`src/rtl/mlfq_pkg.sv`:
```
// ----------------------------------------------------------------------------
// MLFQ scheduler package
// Shared sizes, payload structs, command and status codes, controller states
// and small arithmetic helpers for the thread scheduler core.
// ----------------------------------------------------------------------------
package mlfq_pkg;

  localparam int MaxThreads   = 16;
  localparam int ThreadBits   = 4;
  localparam int Levels       = 4;
  localparam int LevelBits    = 2;
  localparam int CountBits    = 5;
  localparam int TimeBits     = 32;
  localparam int QuantumBits  = 22;
  localparam int QmsBits      = 10;
  localparam int PeriodBits   = 8;
  localparam int BaseBits     = 20;
  localparam int UsPerMs      = 1000;
  localparam int FifoDepth    = Levels * MaxThreads;
  localparam int FifoAddrBits = LevelBits + ThreadBits;

  localparam logic [QuantumBits-1:0] QuantumMax = 22'd4194303;
  localparam logic [QmsBits-1:0]     QmsReset   = 10'd50;
  localparam logic [PeriodBits-1:0]  PeriodReset = 8'd100;

  typedef logic [ThreadBits-1:0] thread_t;
  typedef logic [LevelBits-1:0]  level_t;
  typedef logic [CountBits-1:0]  count_t;
  typedef logic [TimeBits-1:0]   time_t;

  typedef enum logic [2:0] {
    CMD_CREATE  = 3'd0,
    CMD_TIMEOUT = 3'd1,
    CMD_YIELD   = 3'd2,
    CMD_EXIT    = 3'd3,
    CMD_JOIN    = 3'd4
  } cmd_t;

  typedef enum logic [1:0] {
    ST_OK      = 2'd0,
    ST_UNKNOWN = 2'd1,
    ST_FULL    = 2'd2,
    ST_NONE    = 2'd3
  } status_t;

  typedef enum logic {
    CFG_QUANTUM = 1'b0,
    CFG_PERIOD  = 1'b1
  } cfg_reg_t;

  typedef enum logic [3:0] {
    S_IDLE,
    S_DECODE,
    S_PR_POP,
    S_PR_BORN,
    S_PR_INS,
    S_PR_PUSH,
    S_ACT,
    S_WAKE,
    S_PICK,
    S_PICK_RD,
    S_OUT
  } state_t;

  typedef struct packed {
    logic [2:0] cmd;
    thread_t    target_thread;
    time_t      now;
  } in_item_t;

  typedef struct packed {
    logic [1:0]             status;
    thread_t                thread;
    level_t                 level;
    logic [QuantumBits-1:0] quantum_us;
    logic                   switched;
  } out_item_t;

  // Number of threads kept per level when a queue of n entries is spread
  // from level s: n / (s + 1). n never exceeds MaxThreads here.
  function automatic count_t share_of(input count_t n, input level_t s);
    logic [9:0] prod;
    begin
      prod = {5'b0, n} * 10'd11;
      case (s)
        2'd1:    share_of = n >> 1;
        2'd2:    share_of = prod[9:5];
        2'd3:    share_of = n >> 2;
        default: share_of = n;
      endcase
    end
  endfunction

  // Slice in microseconds for a level, saturating at the field maximum.
  function automatic logic [QuantumBits-1:0] slice_us(input logic [BaseBits-1:0] base,
                                                     input level_t lv);
    logic [22:0] prod;
    begin
      prod = 23'(base) * 23'({1'b0, lv} + 3'd1);
      if (prod > 23'(QuantumMax)) begin
        slice_us = QuantumMax;
      end else begin
        slice_us = prod[QuantumBits-1:0];
      end
    end
  endfunction

endpackage

```
`src/rtl/mlfq_ram.sv`:
```
// ----------------------------------------------------------------------------
// MLFQ generic RAM
// Simple dual-port memory: one write port, one read port with registered data.
// ----------------------------------------------------------------------------
module mlfq_ram #(
  parameter int Width = 4,
  parameter int Depth = 64
) (
  input  logic                     clk,
  input  logic                     we,
  input  logic [$clog2(Depth)-1:0] waddr,
  input  logic [Width-1:0]         wdata,
  input  logic [$clog2(Depth)-1:0] raddr,
  output logic [Width-1:0]         rdata
);

  logic [Width-1:0] mem [Depth];

  always_ff @(posedge clk) begin
    if (we) begin
      mem[waddr] <= wdata;
    end
    rdata <= mem[raddr];
  end

endmodule

```
`src/rtl/mlfq_thread_scheduler_core.sv`:
```
// ----------------------------------------------------------------------------
// MLFQ thread scheduler core
// Multilevel feedback scheduler over 16 thread slots and 4 levels. Level
// queues and birth times live in synchronous RAMs; a sequencer reads,
// modifies and writes them back one step per cycle unless the output stalls.
// ----------------------------------------------------------------------------
//  channel | direction | handshake           | payload
//  in      | input     | in_valid / in_stall  | in_data  (cmd, target_thread, now)
//  out     | output    | out_valid / out_stall| out_data (status, thread, level, ...)
//  cfg     | input     | cfg_valid / cfg_ready| cfg_index, cfg_data
//
// A create or a report passes DECODE and OUT; an event passes DECODE, ACT,
// PICK, PICK_RD (skipped when nothing is runnable) and OUT, plus WAKE steps
// over the join stack on exit, plus a promotion pass of PR_POP, PR_BORN and
// PR_INS per queued thread and PR_PUSH per thread of each lower level.
// Reset is synchronous and needs no clearing pass. A new beat is taken while
// a finished result waits in the output register.
// ----------------------------------------------------------------------------
module mlfq_thread_scheduler_core (
  input  logic                 clk,
  input  logic                 rst,
  input  logic                 in_valid,
  output logic                 in_stall,
  input  mlfq_pkg::in_item_t   in_data,
  output logic                 out_valid,
  input  logic                 out_stall,
  output mlfq_pkg::out_item_t  out_data,
  input  logic                 cfg_valid,
  output logic                 cfg_ready,
  input  logic                 cfg_index,
  input  logic [mlfq_pkg::QmsBits-1:0] cfg_data
);

  mlfq_pkg::state_t state, state_next;
  mlfq_pkg::in_item_t in_q;
  mlfq_pkg::out_item_t res;

  logic [mlfq_pkg::QmsBits-1:0]    quantum_ms;
  logic [mlfq_pkg::PeriodBits-1:0] rebalance_period;
  logic [mlfq_pkg::BaseBits-1:0]   quantum_base;

  mlfq_pkg::thread_t fifo_head [mlfq_pkg::Levels];
  mlfq_pkg::count_t  fifo_count [mlfq_pkg::Levels];
  mlfq_pkg::level_t  thread_level [mlfq_pkg::MaxThreads];
  logic [mlfq_pkg::MaxThreads-1:0] thread_live;
  logic [mlfq_pkg::MaxThreads-1:0] thread_dead;
  mlfq_pkg::thread_t join_target [mlfq_pkg::MaxThreads];
  mlfq_pkg::thread_t join_stack [mlfq_pkg::MaxThreads];
  mlfq_pkg::count_t  join_depth;
  mlfq_pkg::thread_t running_thread;
  logic [mlfq_pkg::PeriodBits-1:0] event_count;
  mlfq_pkg::count_t  next_slot;
  logic              cpu_idle;

  mlfq_pkg::thread_t sort_buffer [mlfq_pkg::MaxThreads];
  mlfq_pkg::time_t   ages [mlfq_pkg::MaxThreads];
  mlfq_pkg::count_t  sort_n;
  mlfq_pkg::level_t  prom_lvl;
  mlfq_pkg::count_t  dist_idx;
  mlfq_pkg::level_t  dist_dst;
  mlfq_pkg::count_t  dist_k;
  mlfq_pkg::count_t  dist_share;
  mlfq_pkg::thread_t pop_thr;
  mlfq_pkg::count_t  wake_i;
  mlfq_pkg::level_t  pick_lvl;

  // RAM ports
  logic                              fifo_we;
  logic [mlfq_pkg::FifoAddrBits-1:0] fifo_waddr;
  logic [mlfq_pkg::FifoAddrBits-1:0] fifo_raddr;
  mlfq_pkg::thread_t                 fifo_rdata;
  logic                              born_we;
  mlfq_pkg::thread_t                 born_raddr;
  mlfq_pkg::time_t                   born_rdata;

  // Queue control
  logic              push_en, push_ok, pop_en;
  mlfq_pkg::level_t  push_lv, pop_lv;
  mlfq_pkg::thread_t push_thr;

  // Decode helpers
  logic              in_take, out_free;
  mlfq_pkg::level_t  cur_lv, tmo_lv;
  logic [mlfq_pkg::QuantumBits-1:0] rep_q;
  mlfq_pkg::level_t  rep_lv;
  logic              is_event, promote;
  logic [mlfq_pkg::PeriodBits-1:0] ev_next;
  logic              pick_found;
  mlfq_pkg::level_t  pick_sel;
  mlfq_pkg::thread_t wake_idx, wake_thr;
  logic              wake_hit;
  logic              dist_more;
  mlfq_pkg::thread_t dist_thr;
  mlfq_pkg::time_t   age_new;
  mlfq_pkg::count_t  ins_pos;

  assign cfg_ready = 1'b1;
  assign in_take   = in_valid && !in_stall;
  assign out_free  = !out_valid || !out_stall;

  assign cur_lv = thread_level[running_thread];
  assign tmo_lv = (cur_lv == mlfq_pkg::LevelBits'(mlfq_pkg::Levels - 1)) ? cur_lv
                : cur_lv + 1'b1;
  assign rep_lv = cpu_idle ? '0 : cur_lv;
  assign rep_q  = cpu_idle ? '0 : mlfq_pkg::slice_us(quantum_base, cur_lv);

  assign is_event = (in_q.cmd == mlfq_pkg::CMD_TIMEOUT) ||
                    (in_q.cmd == mlfq_pkg::CMD_YIELD)   ||
                    (in_q.cmd == mlfq_pkg::CMD_EXIT)    ||
                    ((in_q.cmd == mlfq_pkg::CMD_JOIN) &&
                     thread_live[in_q.target_thread] && !thread_dead[in_q.target_thread]);
  assign ev_next = event_count + 1'b1;
  assign promote = ev_next >= rebalance_period;

  assign wake_idx = mlfq_pkg::ThreadBits'(wake_i - 1'b1);
  assign wake_thr = join_stack[wake_idx];
  assign wake_hit = (wake_i != '0) && (join_target[wake_idx] == running_thread);

  assign dist_more = dist_idx < sort_n;
  assign dist_thr  = sort_buffer[dist_idx[mlfq_pkg::ThreadBits-1:0]];

  // Slot 0 counts as born at time zero; its birth time is never written.
  assign age_new = in_q.now - ((pop_thr == '0) ? '0 : born_rdata);

  // Insertion point: before the first entry that is strictly younger.
  always_comb begin
    ins_pos = sort_n;
    for (int p = mlfq_pkg::MaxThreads - 1; p >= 0; p--) begin
      if ((mlfq_pkg::CountBits'(p) < sort_n) && (ages[p] < age_new)) begin
        ins_pos = mlfq_pkg::CountBits'(p);
      end
    end
  end

  always_comb begin
    pick_found = 1'b0;
    pick_sel   = '0;
    for (int lv = mlfq_pkg::Levels - 1; lv >= 0; lv--) begin
      if (fifo_count[lv] != '0) begin
        pick_found = 1'b1;
        pick_sel   = mlfq_pkg::LevelBits'(lv);
      end
    end
  end

  // Next state
  always_comb begin
    state_next = state;
    case (state)
      mlfq_pkg::S_IDLE: begin
        if (in_take) state_next = mlfq_pkg::S_DECODE;
      end
      mlfq_pkg::S_DECODE: begin
        if (in_q.cmd != mlfq_pkg::CMD_CREATE && is_event) begin
          state_next = promote ? mlfq_pkg::S_PR_POP : mlfq_pkg::S_ACT;
        end else begin
          state_next = mlfq_pkg::S_OUT;
        end
      end
      mlfq_pkg::S_PR_POP: begin
        state_next = (fifo_count[prom_lvl] != '0) ? mlfq_pkg::S_PR_BORN
                   : mlfq_pkg::S_PR_PUSH;
      end
      mlfq_pkg::S_PR_BORN: state_next = mlfq_pkg::S_PR_INS;
      mlfq_pkg::S_PR_INS:  state_next = mlfq_pkg::S_PR_POP;
      mlfq_pkg::S_PR_PUSH: begin
        if (!dist_more) begin
          state_next = (prom_lvl == mlfq_pkg::LevelBits'(mlfq_pkg::Levels - 1))
                     ? mlfq_pkg::S_ACT : mlfq_pkg::S_PR_POP;
        end
      end
      mlfq_pkg::S_ACT: begin
        state_next = (!cpu_idle && in_q.cmd == mlfq_pkg::CMD_EXIT) ? mlfq_pkg::S_WAKE
                   : mlfq_pkg::S_PICK;
      end
      mlfq_pkg::S_WAKE: begin
        if (wake_i == '0) state_next = mlfq_pkg::S_PICK;
      end
      mlfq_pkg::S_PICK: begin
        state_next = pick_found ? mlfq_pkg::S_PICK_RD : mlfq_pkg::S_OUT;
      end
      mlfq_pkg::S_PICK_RD: state_next = mlfq_pkg::S_OUT;
      mlfq_pkg::S_OUT: begin
        if (out_free) state_next = mlfq_pkg::S_IDLE;
      end
      default: state_next = mlfq_pkg::S_IDLE;
    endcase
  end

  // Control outputs: handshake and queue/RAM accesses
  always_comb begin
    in_stall   = (state != mlfq_pkg::S_IDLE);
    push_en    = 1'b0;
    push_lv    = '0;
    push_thr   = '0;
    pop_en     = 1'b0;
    pop_lv     = '0;
    born_we    = 1'b0;
    born_raddr = '0;
    case (state)
      mlfq_pkg::S_DECODE: begin
        if (in_q.cmd == mlfq_pkg::CMD_CREATE &&
            next_slot < mlfq_pkg::CountBits'(mlfq_pkg::MaxThreads)) begin
          push_en  = 1'b1;
          push_thr = next_slot[mlfq_pkg::ThreadBits-1:0];
          born_we  = 1'b1;
        end
      end
      mlfq_pkg::S_PR_POP: begin
        pop_lv = prom_lvl;
        pop_en = (fifo_count[prom_lvl] != '0);
      end
      mlfq_pkg::S_PR_BORN: born_raddr = fifo_rdata;
      mlfq_pkg::S_PR_PUSH: begin
        push_en  = dist_more;
        push_lv  = dist_dst;
        push_thr = dist_thr;
      end
      mlfq_pkg::S_ACT: begin
        if (!cpu_idle && in_q.cmd == mlfq_pkg::CMD_TIMEOUT) begin
          push_en  = 1'b1;
          push_lv  = tmo_lv;
          push_thr = running_thread;
        end else if (!cpu_idle && in_q.cmd == mlfq_pkg::CMD_YIELD) begin
          push_en  = 1'b1;
          push_lv  = cur_lv;
          push_thr = running_thread;
        end
      end
      mlfq_pkg::S_WAKE: begin
        push_en  = wake_hit;
        push_lv  = thread_level[wake_thr];
        push_thr = wake_thr;
      end
      mlfq_pkg::S_PICK: begin
        pop_en = pick_found;
        pop_lv = pick_sel;
      end
      default: ;
    endcase
  end

  assign push_ok    = push_en && (fifo_count[push_lv] < mlfq_pkg::CountBits'(mlfq_pkg::MaxThreads));
  assign fifo_we    = push_ok;
  assign fifo_waddr = {push_lv, fifo_head[push_lv] +
                       fifo_count[push_lv][mlfq_pkg::ThreadBits-1:0]};
  assign fifo_raddr = {pop_lv, fifo_head[pop_lv]};

  mlfq_ram #(
    .Width (mlfq_pkg::ThreadBits),
    .Depth (mlfq_pkg::FifoDepth)
  ) u_level_fifo (
    .clk   (clk),
    .we    (fifo_we),
    .waddr (fifo_waddr),
    .wdata (push_thr),
    .raddr (fifo_raddr),
    .rdata (fifo_rdata)
  );

  mlfq_ram #(
    .Width (mlfq_pkg::TimeBits),
    .Depth (mlfq_pkg::MaxThreads)
  ) u_thread_born (
    .clk   (clk),
    .we    (born_we),
    .waddr (next_slot[mlfq_pkg::ThreadBits-1:0]),
    .wdata (in_q.now),
    .raddr (born_raddr),
    .rdata (born_rdata)
  );

  always_ff @(posedge clk) begin
    if (rst) begin
      state            <= mlfq_pkg::S_IDLE;
      quantum_ms       <= mlfq_pkg::QmsReset;
      rebalance_period <= mlfq_pkg::PeriodReset;
      quantum_base     <= mlfq_pkg::BaseBits'(50000);
      for (int i = 0; i < mlfq_pkg::Levels; i++) begin
        fifo_head[i]  <= '0;
        fifo_count[i] <= '0;
      end
      for (int i = 0; i < mlfq_pkg::MaxThreads; i++) begin
        thread_level[i] <= '0;
      end
      thread_live    <= mlfq_pkg::MaxThreads'(1);
      thread_dead    <= '0;
      join_depth     <= '0;
      running_thread <= '0;
      event_count    <= '0;
      next_slot      <= mlfq_pkg::CountBits'(1);
      cpu_idle       <= 1'b0;
      out_valid      <= 1'b0;
    end else begin
      state        <= state_next;
      quantum_base <= mlfq_pkg::BaseBits'({10'b0, quantum_ms} *
                                          20'(mlfq_pkg::UsPerMs));

      if (cfg_valid && cfg_ready) begin
        case (cfg_index)
          mlfq_pkg::CFG_QUANTUM: quantum_ms <= cfg_data;
          mlfq_pkg::CFG_PERIOD:  rebalance_period <= cfg_data[mlfq_pkg::PeriodBits-1:0];
          default: ;
        endcase
      end

      // Queue bookkeeping; a push and a pop never fall in the same cycle.
      if (push_ok) begin
        fifo_count[push_lv]    <= fifo_count[push_lv] + 1'b1;
        thread_level[push_thr] <= push_lv;
      end
      if (pop_en) begin
        fifo_head[pop_lv]  <= fifo_head[pop_lv] + 1'b1;
        fifo_count[pop_lv] <= fifo_count[pop_lv] - 1'b1;
      end

      if (state == mlfq_pkg::S_OUT && out_free) begin
        out_valid <= 1'b1;
      end else if (out_valid && !out_stall) begin
        out_valid <= 1'b0;
      end

      case (state)
        mlfq_pkg::S_IDLE: begin
          if (in_take) in_q <= in_data;
        end
        mlfq_pkg::S_DECODE: begin
          if (in_q.cmd == mlfq_pkg::CMD_CREATE) begin
            res.level      <= '0;
            res.quantum_us <= '0;
            res.switched   <= 1'b0;
            if (next_slot < mlfq_pkg::CountBits'(mlfq_pkg::MaxThreads)) begin
              next_slot <= next_slot + 1'b1;
              thread_live[next_slot[mlfq_pkg::ThreadBits-1:0]] <= 1'b1;
              thread_dead[next_slot[mlfq_pkg::ThreadBits-1:0]] <= 1'b0;
              res.status <= mlfq_pkg::ST_OK;
              res.thread <= next_slot[mlfq_pkg::ThreadBits-1:0];
            end else begin
              res.status <= mlfq_pkg::ST_FULL;
              res.thread <= '0;
            end
          end else if (!is_event) begin
            res.status <= (in_q.cmd == mlfq_pkg::CMD_JOIN &&
                           !thread_live[in_q.target_thread]) ? mlfq_pkg::ST_UNKNOWN
                        : mlfq_pkg::ST_OK;
            res.thread     <= running_thread;
            res.level      <= rep_lv;
            res.quantum_us <= rep_q;
            res.switched   <= 1'b0;
          end else if (promote) begin
            event_count <= '0;
            prom_lvl    <= mlfq_pkg::LevelBits'(1);
            sort_n      <= '0;
          end else begin
            event_count <= ev_next;
          end
        end
        mlfq_pkg::S_PR_POP: begin
          if (fifo_count[prom_lvl] == '0) begin
            dist_share <= mlfq_pkg::share_of(sort_n, prom_lvl);
            dist_dst   <= (mlfq_pkg::share_of(sort_n, prom_lvl) == '0) ? '0 : prom_lvl;
            dist_k     <= '0;
            dist_idx   <= '0;
          end
        end
        mlfq_pkg::S_PR_BORN: pop_thr <= fifo_rdata;
        mlfq_pkg::S_PR_INS: begin
          for (int p = 1; p < mlfq_pkg::MaxThreads; p++) begin
            if (mlfq_pkg::CountBits'(p) > ins_pos) begin
              sort_buffer[p] <= sort_buffer[p-1];
              ages[p]        <= ages[p-1];
            end
          end
          sort_buffer[ins_pos[mlfq_pkg::ThreadBits-1:0]] <= pop_thr;
          ages[ins_pos[mlfq_pkg::ThreadBits-1:0]]        <= age_new;
          sort_n <= sort_n + 1'b1;
        end
        mlfq_pkg::S_PR_PUSH: begin
          if (dist_more) begin
            dist_idx <= dist_idx + 1'b1;
            if (dist_dst != '0) begin
              if (dist_k + 1'b1 == dist_share) begin
                dist_k   <= '0;
                dist_dst <= dist_dst - 1'b1;
              end else begin
                dist_k <= dist_k + 1'b1;
              end
            end
          end else begin
            prom_lvl <= prom_lvl + 1'b1;
            sort_n   <= '0;
          end
        end
        mlfq_pkg::S_ACT: begin
          if (!cpu_idle && in_q.cmd == mlfq_pkg::CMD_EXIT) begin
            thread_dead[running_thread] <= 1'b1;
            wake_i <= join_depth;
          end else if (!cpu_idle && in_q.cmd == mlfq_pkg::CMD_JOIN &&
                       join_depth < mlfq_pkg::CountBits'(mlfq_pkg::MaxThreads)) begin
            join_stack[join_depth[mlfq_pkg::ThreadBits-1:0]]  <= running_thread;
            join_target[join_depth[mlfq_pkg::ThreadBits-1:0]] <= in_q.target_thread;
            join_depth <= join_depth + 1'b1;
          end
        end
        mlfq_pkg::S_WAKE: begin
          if (wake_i != '0) begin
            wake_i <= wake_i - 1'b1;
            if (wake_hit) begin
              // Close the gap left by the woken entry.
              for (int j = 0; j < mlfq_pkg::MaxThreads - 1; j++) begin
                if (mlfq_pkg::ThreadBits'(j) >= wake_idx &&
                    mlfq_pkg::CountBits'(j + 1) < join_depth) begin
                  join_stack[j]  <= join_stack[j+1];
                  join_target[j] <= join_target[j+1];
                end
              end
              join_depth <= join_depth - 1'b1;
            end
          end
        end
        mlfq_pkg::S_PICK: begin
          if (pick_found) begin
            pick_lvl <= pick_sel;
          end else begin
            cpu_idle       <= 1'b1;
            res.status     <= mlfq_pkg::ST_NONE;
            res.thread     <= running_thread;
            res.level      <= '0;
            res.quantum_us <= '0;
            res.switched   <= 1'b0;
          end
        end
        mlfq_pkg::S_PICK_RD: begin
          running_thread           <= fifo_rdata;
          cpu_idle                 <= 1'b0;
          thread_level[fifo_rdata] <= pick_lvl;
          res.status     <= mlfq_pkg::ST_OK;
          res.thread     <= fifo_rdata;
          res.level      <= pick_lvl;
          res.quantum_us <= mlfq_pkg::slice_us(quantum_base, pick_lvl);
          res.switched   <= cpu_idle || (fifo_rdata != running_thread);
        end
        mlfq_pkg::S_OUT: begin
          if (out_free) begin
            out_data <= res;
          end
        end
        default: ;
      endcase
    end
  end

  // A single queue port pair is shared, so push and pop must never collide.
  a_push_pop_apart: assert property (@(posedge clk) disable iff (rst)
    !(push_en && pop_en))
    else $error("queue push and pop in the same cycle");

  a_join_depth: assert property (@(posedge clk) disable iff (rst)
    join_depth <= mlfq_pkg::CountBits'(mlfq_pkg::MaxThreads))
    else $error("join stack overflow");

  a_accept_decode: assert property (@(posedge clk) disable iff (rst)
    in_take |=> state == mlfq_pkg::S_DECODE)
    else $error("accepted beat not decoded");

  a_result_loaded: assert property (@(posedge clk) disable iff (rst)
    (state == mlfq_pkg::S_OUT && out_free) |=> out_valid)
    else $error("result not presented");

  a_pick_runs: assert property (@(posedge clk) disable iff (rst)
    (state == mlfq_pkg::S_PICK_RD) |=> !cpu_idle)
    else $error("picked thread left scheduler idle");

endmodule

```
`config.mk`:
```
export PLATFORM = sky130hd
export DESIGN_NAME = mlfq_thread_scheduler_core
export DESIGN_NICKNAME = d
export VERILOG_FILES = /design/src/rtl/mlfq_pkg.sv /design/src/rtl/mlfq_ram.sv /design/src/rtl/mlfq_thread_scheduler_core.sv
export SDC_FILE = /design/constraint.sdc
export NUM_CORES = 2
export LEC_CHECK = 0
export ABC_AREA = 1
export BUFFER_PORTS_ARGS = -buffer_cell sky130_fd_sc_hd__buf_4
export CAP_MARGIN = 20
export CORE_UTILIZATION = 58
export CTS_CLUSTER_DIAMETER = 50
export DETAILED_ROUTE_END_ITERATION = 10
export PLACE_DENSITY = 0.75
export SLEW_MARGIN = 20
export SYNTH_ARGS = -nofsm -noshare
export SYNTH_HDL_FRONTEND = slang
export SYNTH_SLANG_ARGS = --single-unit
```
`constraint.sdc`:
```
create_clock -name clk -period 8 [get_ports clk]
set_input_delay 2.4 -clock clk [delete_from_list [all_inputs] [get_ports clk]]
set_output_delay 2.4 -clock clk [all_outputs]
set_load 0.05 [all_outputs]
```
==> run metrics <==
Routed WL per cell=23.4 um; IO Pins=89; Reg clk slew, reported paths=0.06 ns; Yosys top cell area share=0.522; worst slew pin tran=1.11 ns; Global Route Usage Sum=0.319; post-synthesis instance area=96300 um^2; leading area contributor after synthesis=edfxtp_1; Post-synth EDFFs=1672; crit path max fanout=64; post-cts hold buffer count=0; max frequency=128 MHz; vias per std cell=6.40; Mapped Cells=approximately 9500; largest net degree at the start of global routing=163; Synth Warn #=0; maximum level of the CTS H-tree=4; Root Driver=clkbuf_16; final wirelength=276000 um; status=finished clean; Critical Path Source Type=register; synth unique cells=77; CTS tree=built; leakage power=41.7 nW; vias in the first global route=between 70000 and 80000; Antenna diodes=0; post-DP HPWL=175000 um; Die Y=about 410 um; fin crit share=0.975; # DRC=0; TritonCTS Sinks=1813; Iter 0 DRT Violations=8780; PnR worst setup slack=0.199 ns; synthesized net count=10203; worst clock skew=around 0.044 ns; beginning of the critical path=pop_thr[2]; initial antenna violation count=2; Crit path top cell by count=nand2_1; Worst-Skew Late Latency=0.86 ns; Die Width=409 um; sequential cell area fraction in the yosys report=0.551; CTS Buf Count=198; design area=108000 um^2; WS Path Type=register to register; Fill cells=12496; Worst EP arrival=between 8 and 9 ns; Final Max Tran Viols=0; Crit-path slowest cell=a2111oi_0; Final setup viols=0; #FFs+latches synth=1813; PwrDens=342 nW/um^2; area grow syn2layout=11.7%; Nets=10203; hold slack=0.419 ns; Mapped Avg Cell Area=10.2 um^2; Async SR Flop Fraction=0; grt ovf=0; I/O Buffers=87; Cell Area, Placed=99600 um^2; Final Power=36.8 mW; worst vdd ir=0.000369 V; Clock Tree Buf Depth=3; detailed-route via count=75624; DRT Pass-1 Iters=6; hold_sp=res[20]; largest cells by area after synthesis=edfxtp_1 (52%), ha_1 (8.2%), nand2_1 (7.9%), nand4_1 (3.8%), o21ai_0 (3.2%); pre-CTS setup slack=-0.407 ns; number of max-cap violations=0; CP Data Required Time=8.73 ns; gpl congestion=0.950; fin crit period=approximately 7.8 ns; std cell rows=149; slowest cell delay on critical path=0.46 ns; share of post-route cells with drive strength above 1=0.0915; antenna viol nets, final=0; r2r startpoint=pop_thr[2]; full die area=168000 um^2; Hold Fails Final Rpt=0; Slew HR=0.253; crit end category=register; Initial Utilization=0.584; CORE AREA=165000 um^2; worst hold path type=register to register; first-pass GRT wire length=417000 um; Post-synth top flop=edfxtp_1
-- critical path: cells and delay by family (launching register included) --
family	cells	cell delay, ns
buffers and inverters	10	1.65
adders and majority gates	2	0.46
AOI/OAI and AO/OA	8	2.05
DFF	1	0.44
and+or+nand+nor	18	2.72
xor gates and xnor gates	1	0.23
-- final cells by class --
cell class | count | area [um^2] | area share
multi-input cells | 6461 | 39400 | 0.366
clock buffers | 249 | 5300 | 0.0493
clock inverters | 123 | 1260 | 0.0117
well taps | 2189 | 2740 | 0.0255
inverters | 622 | 2350 | 0.0218
flip-flops and latches | 1813 | 53000 | 0.493
repair buffers | 354 | 3470 | 0.0323
-- logic make-up (layout without fill, tap and decap cells) --
logic type,after synthesis,count (layout),synth area share
multiplexers,152,152,0.0160
AO/OA/AOI/OAI,1646,1646,0.101
other,1,1,0.0000390
buffers and inverters,1183,1348,0.0503
adder cells (fa/ha/maj),698,698,0.0958
XOR/XNOR,84,84,0.00764
AND/OR/NAND/NOR,3873,3880,0.178
flip-flops,1813,1813,0.551
-- where the power goes --
group          internal (mW)  switching (mW)
Clock                   5.24            3.99
Combinational           4.64            11.4
Sequential              11.1           0.500
-- layout by cell type (no fill, tap or decap), types with 36 or more instances in the layout --
master     synthesis  layout
a211oi_1          36      36
a21oi_1          455     451
buf_12             0      36
buf_4             24     283
clkbuf_1         305      41
clkbuf_16          0     213
dfxtp_1          141     140
edfxtp_1        1672    1672
fa_1              65      65
ha_1             633     620
inv_1            608     603
mux2i_1          136     136
nand2_1         2018    1993
nand3_1          236     233
nand4_1          592     592
nor2_1           725     699
nor3_1           194     189
o211ai_1          77      77
o21ai_0          623     607
o21bai_1          51      50
o221ai_1          93      92
o22ai_1           88      88
xor2_1            57      48
-- final timing paths --
check	depth (start not counted)	endpoint	slack, ns
max reg2reg	39	ages[14][1]	0.20
min	0	out_data[20]	0.42
min reg2reg	0	out_data[20]	0.42
max	39	ages[14][1]	0.20
-- synth_stat cells, types with 51 or more instances --
cell         n
o221ai_1    93
o21bai_1    51
nor3_1     194
o21ai_0    623
nand3_1    236
inv_1      608
nand2_1   2018
clkbuf_1   305
ha_1       633
a21oi_1    455
xor2_1      57
o211ai_1    77
fa_1        65
edfxtp_1  1672
nand4_1    592
mux2i_1    136
o22ai_1     88
dfxtp_1    141
nor2_1     725
buf_2      196
-- sequential cells by signal (all words and copies together) (netlist names), 17 cells and up, named ones only --
name,flops
ages,512
fifo_count,20
in_q,39
join_stack,64
join_target,64
out_data,29
quantum_base,17
res,29
sort_buffer,64
thread_level,32
u_level_fifo.mem,256
u_thread_born.mem,512
u_thread_born.rdata,32
-- stage by stage --
| step | instances | utilization | setup TNS, ns |
|---|---|---|---|
| 2_1_floorplan | 9450 | - | 0 |
| 3_3_place_gp | 11382 | 0.604 | -89.74 |
| 3_5_place_dp | 11383 | 0.605 | -162.86 |
| 4_1_cts | 11772 | 0.646 | 0 |
| 5_1_grt | 11811 | 0.652 | -63.97 |
| 6_report | 11811 | 0.652 | 0 |
-- routing by layer --
| layer | wire, um | global-route usage |
|---|---|---|
| met3 | 30900 | 0.0654 |
| met5 | 27 | 0 |
| met4 | 11200 | 0.126 |
| met1 | 107000 | 0.430 |
| met2 | 127000 | 0.506 |
-- repair_timing --
action / CTS / global route
buffers inserted: 14 / 21
setup endpoints to repair: 1024 / 1116
gates resized for setup: 15 / 96
cloned: 3 / 17
pin swaps: 7 / 26
Power figures use the tool's default switching activity.
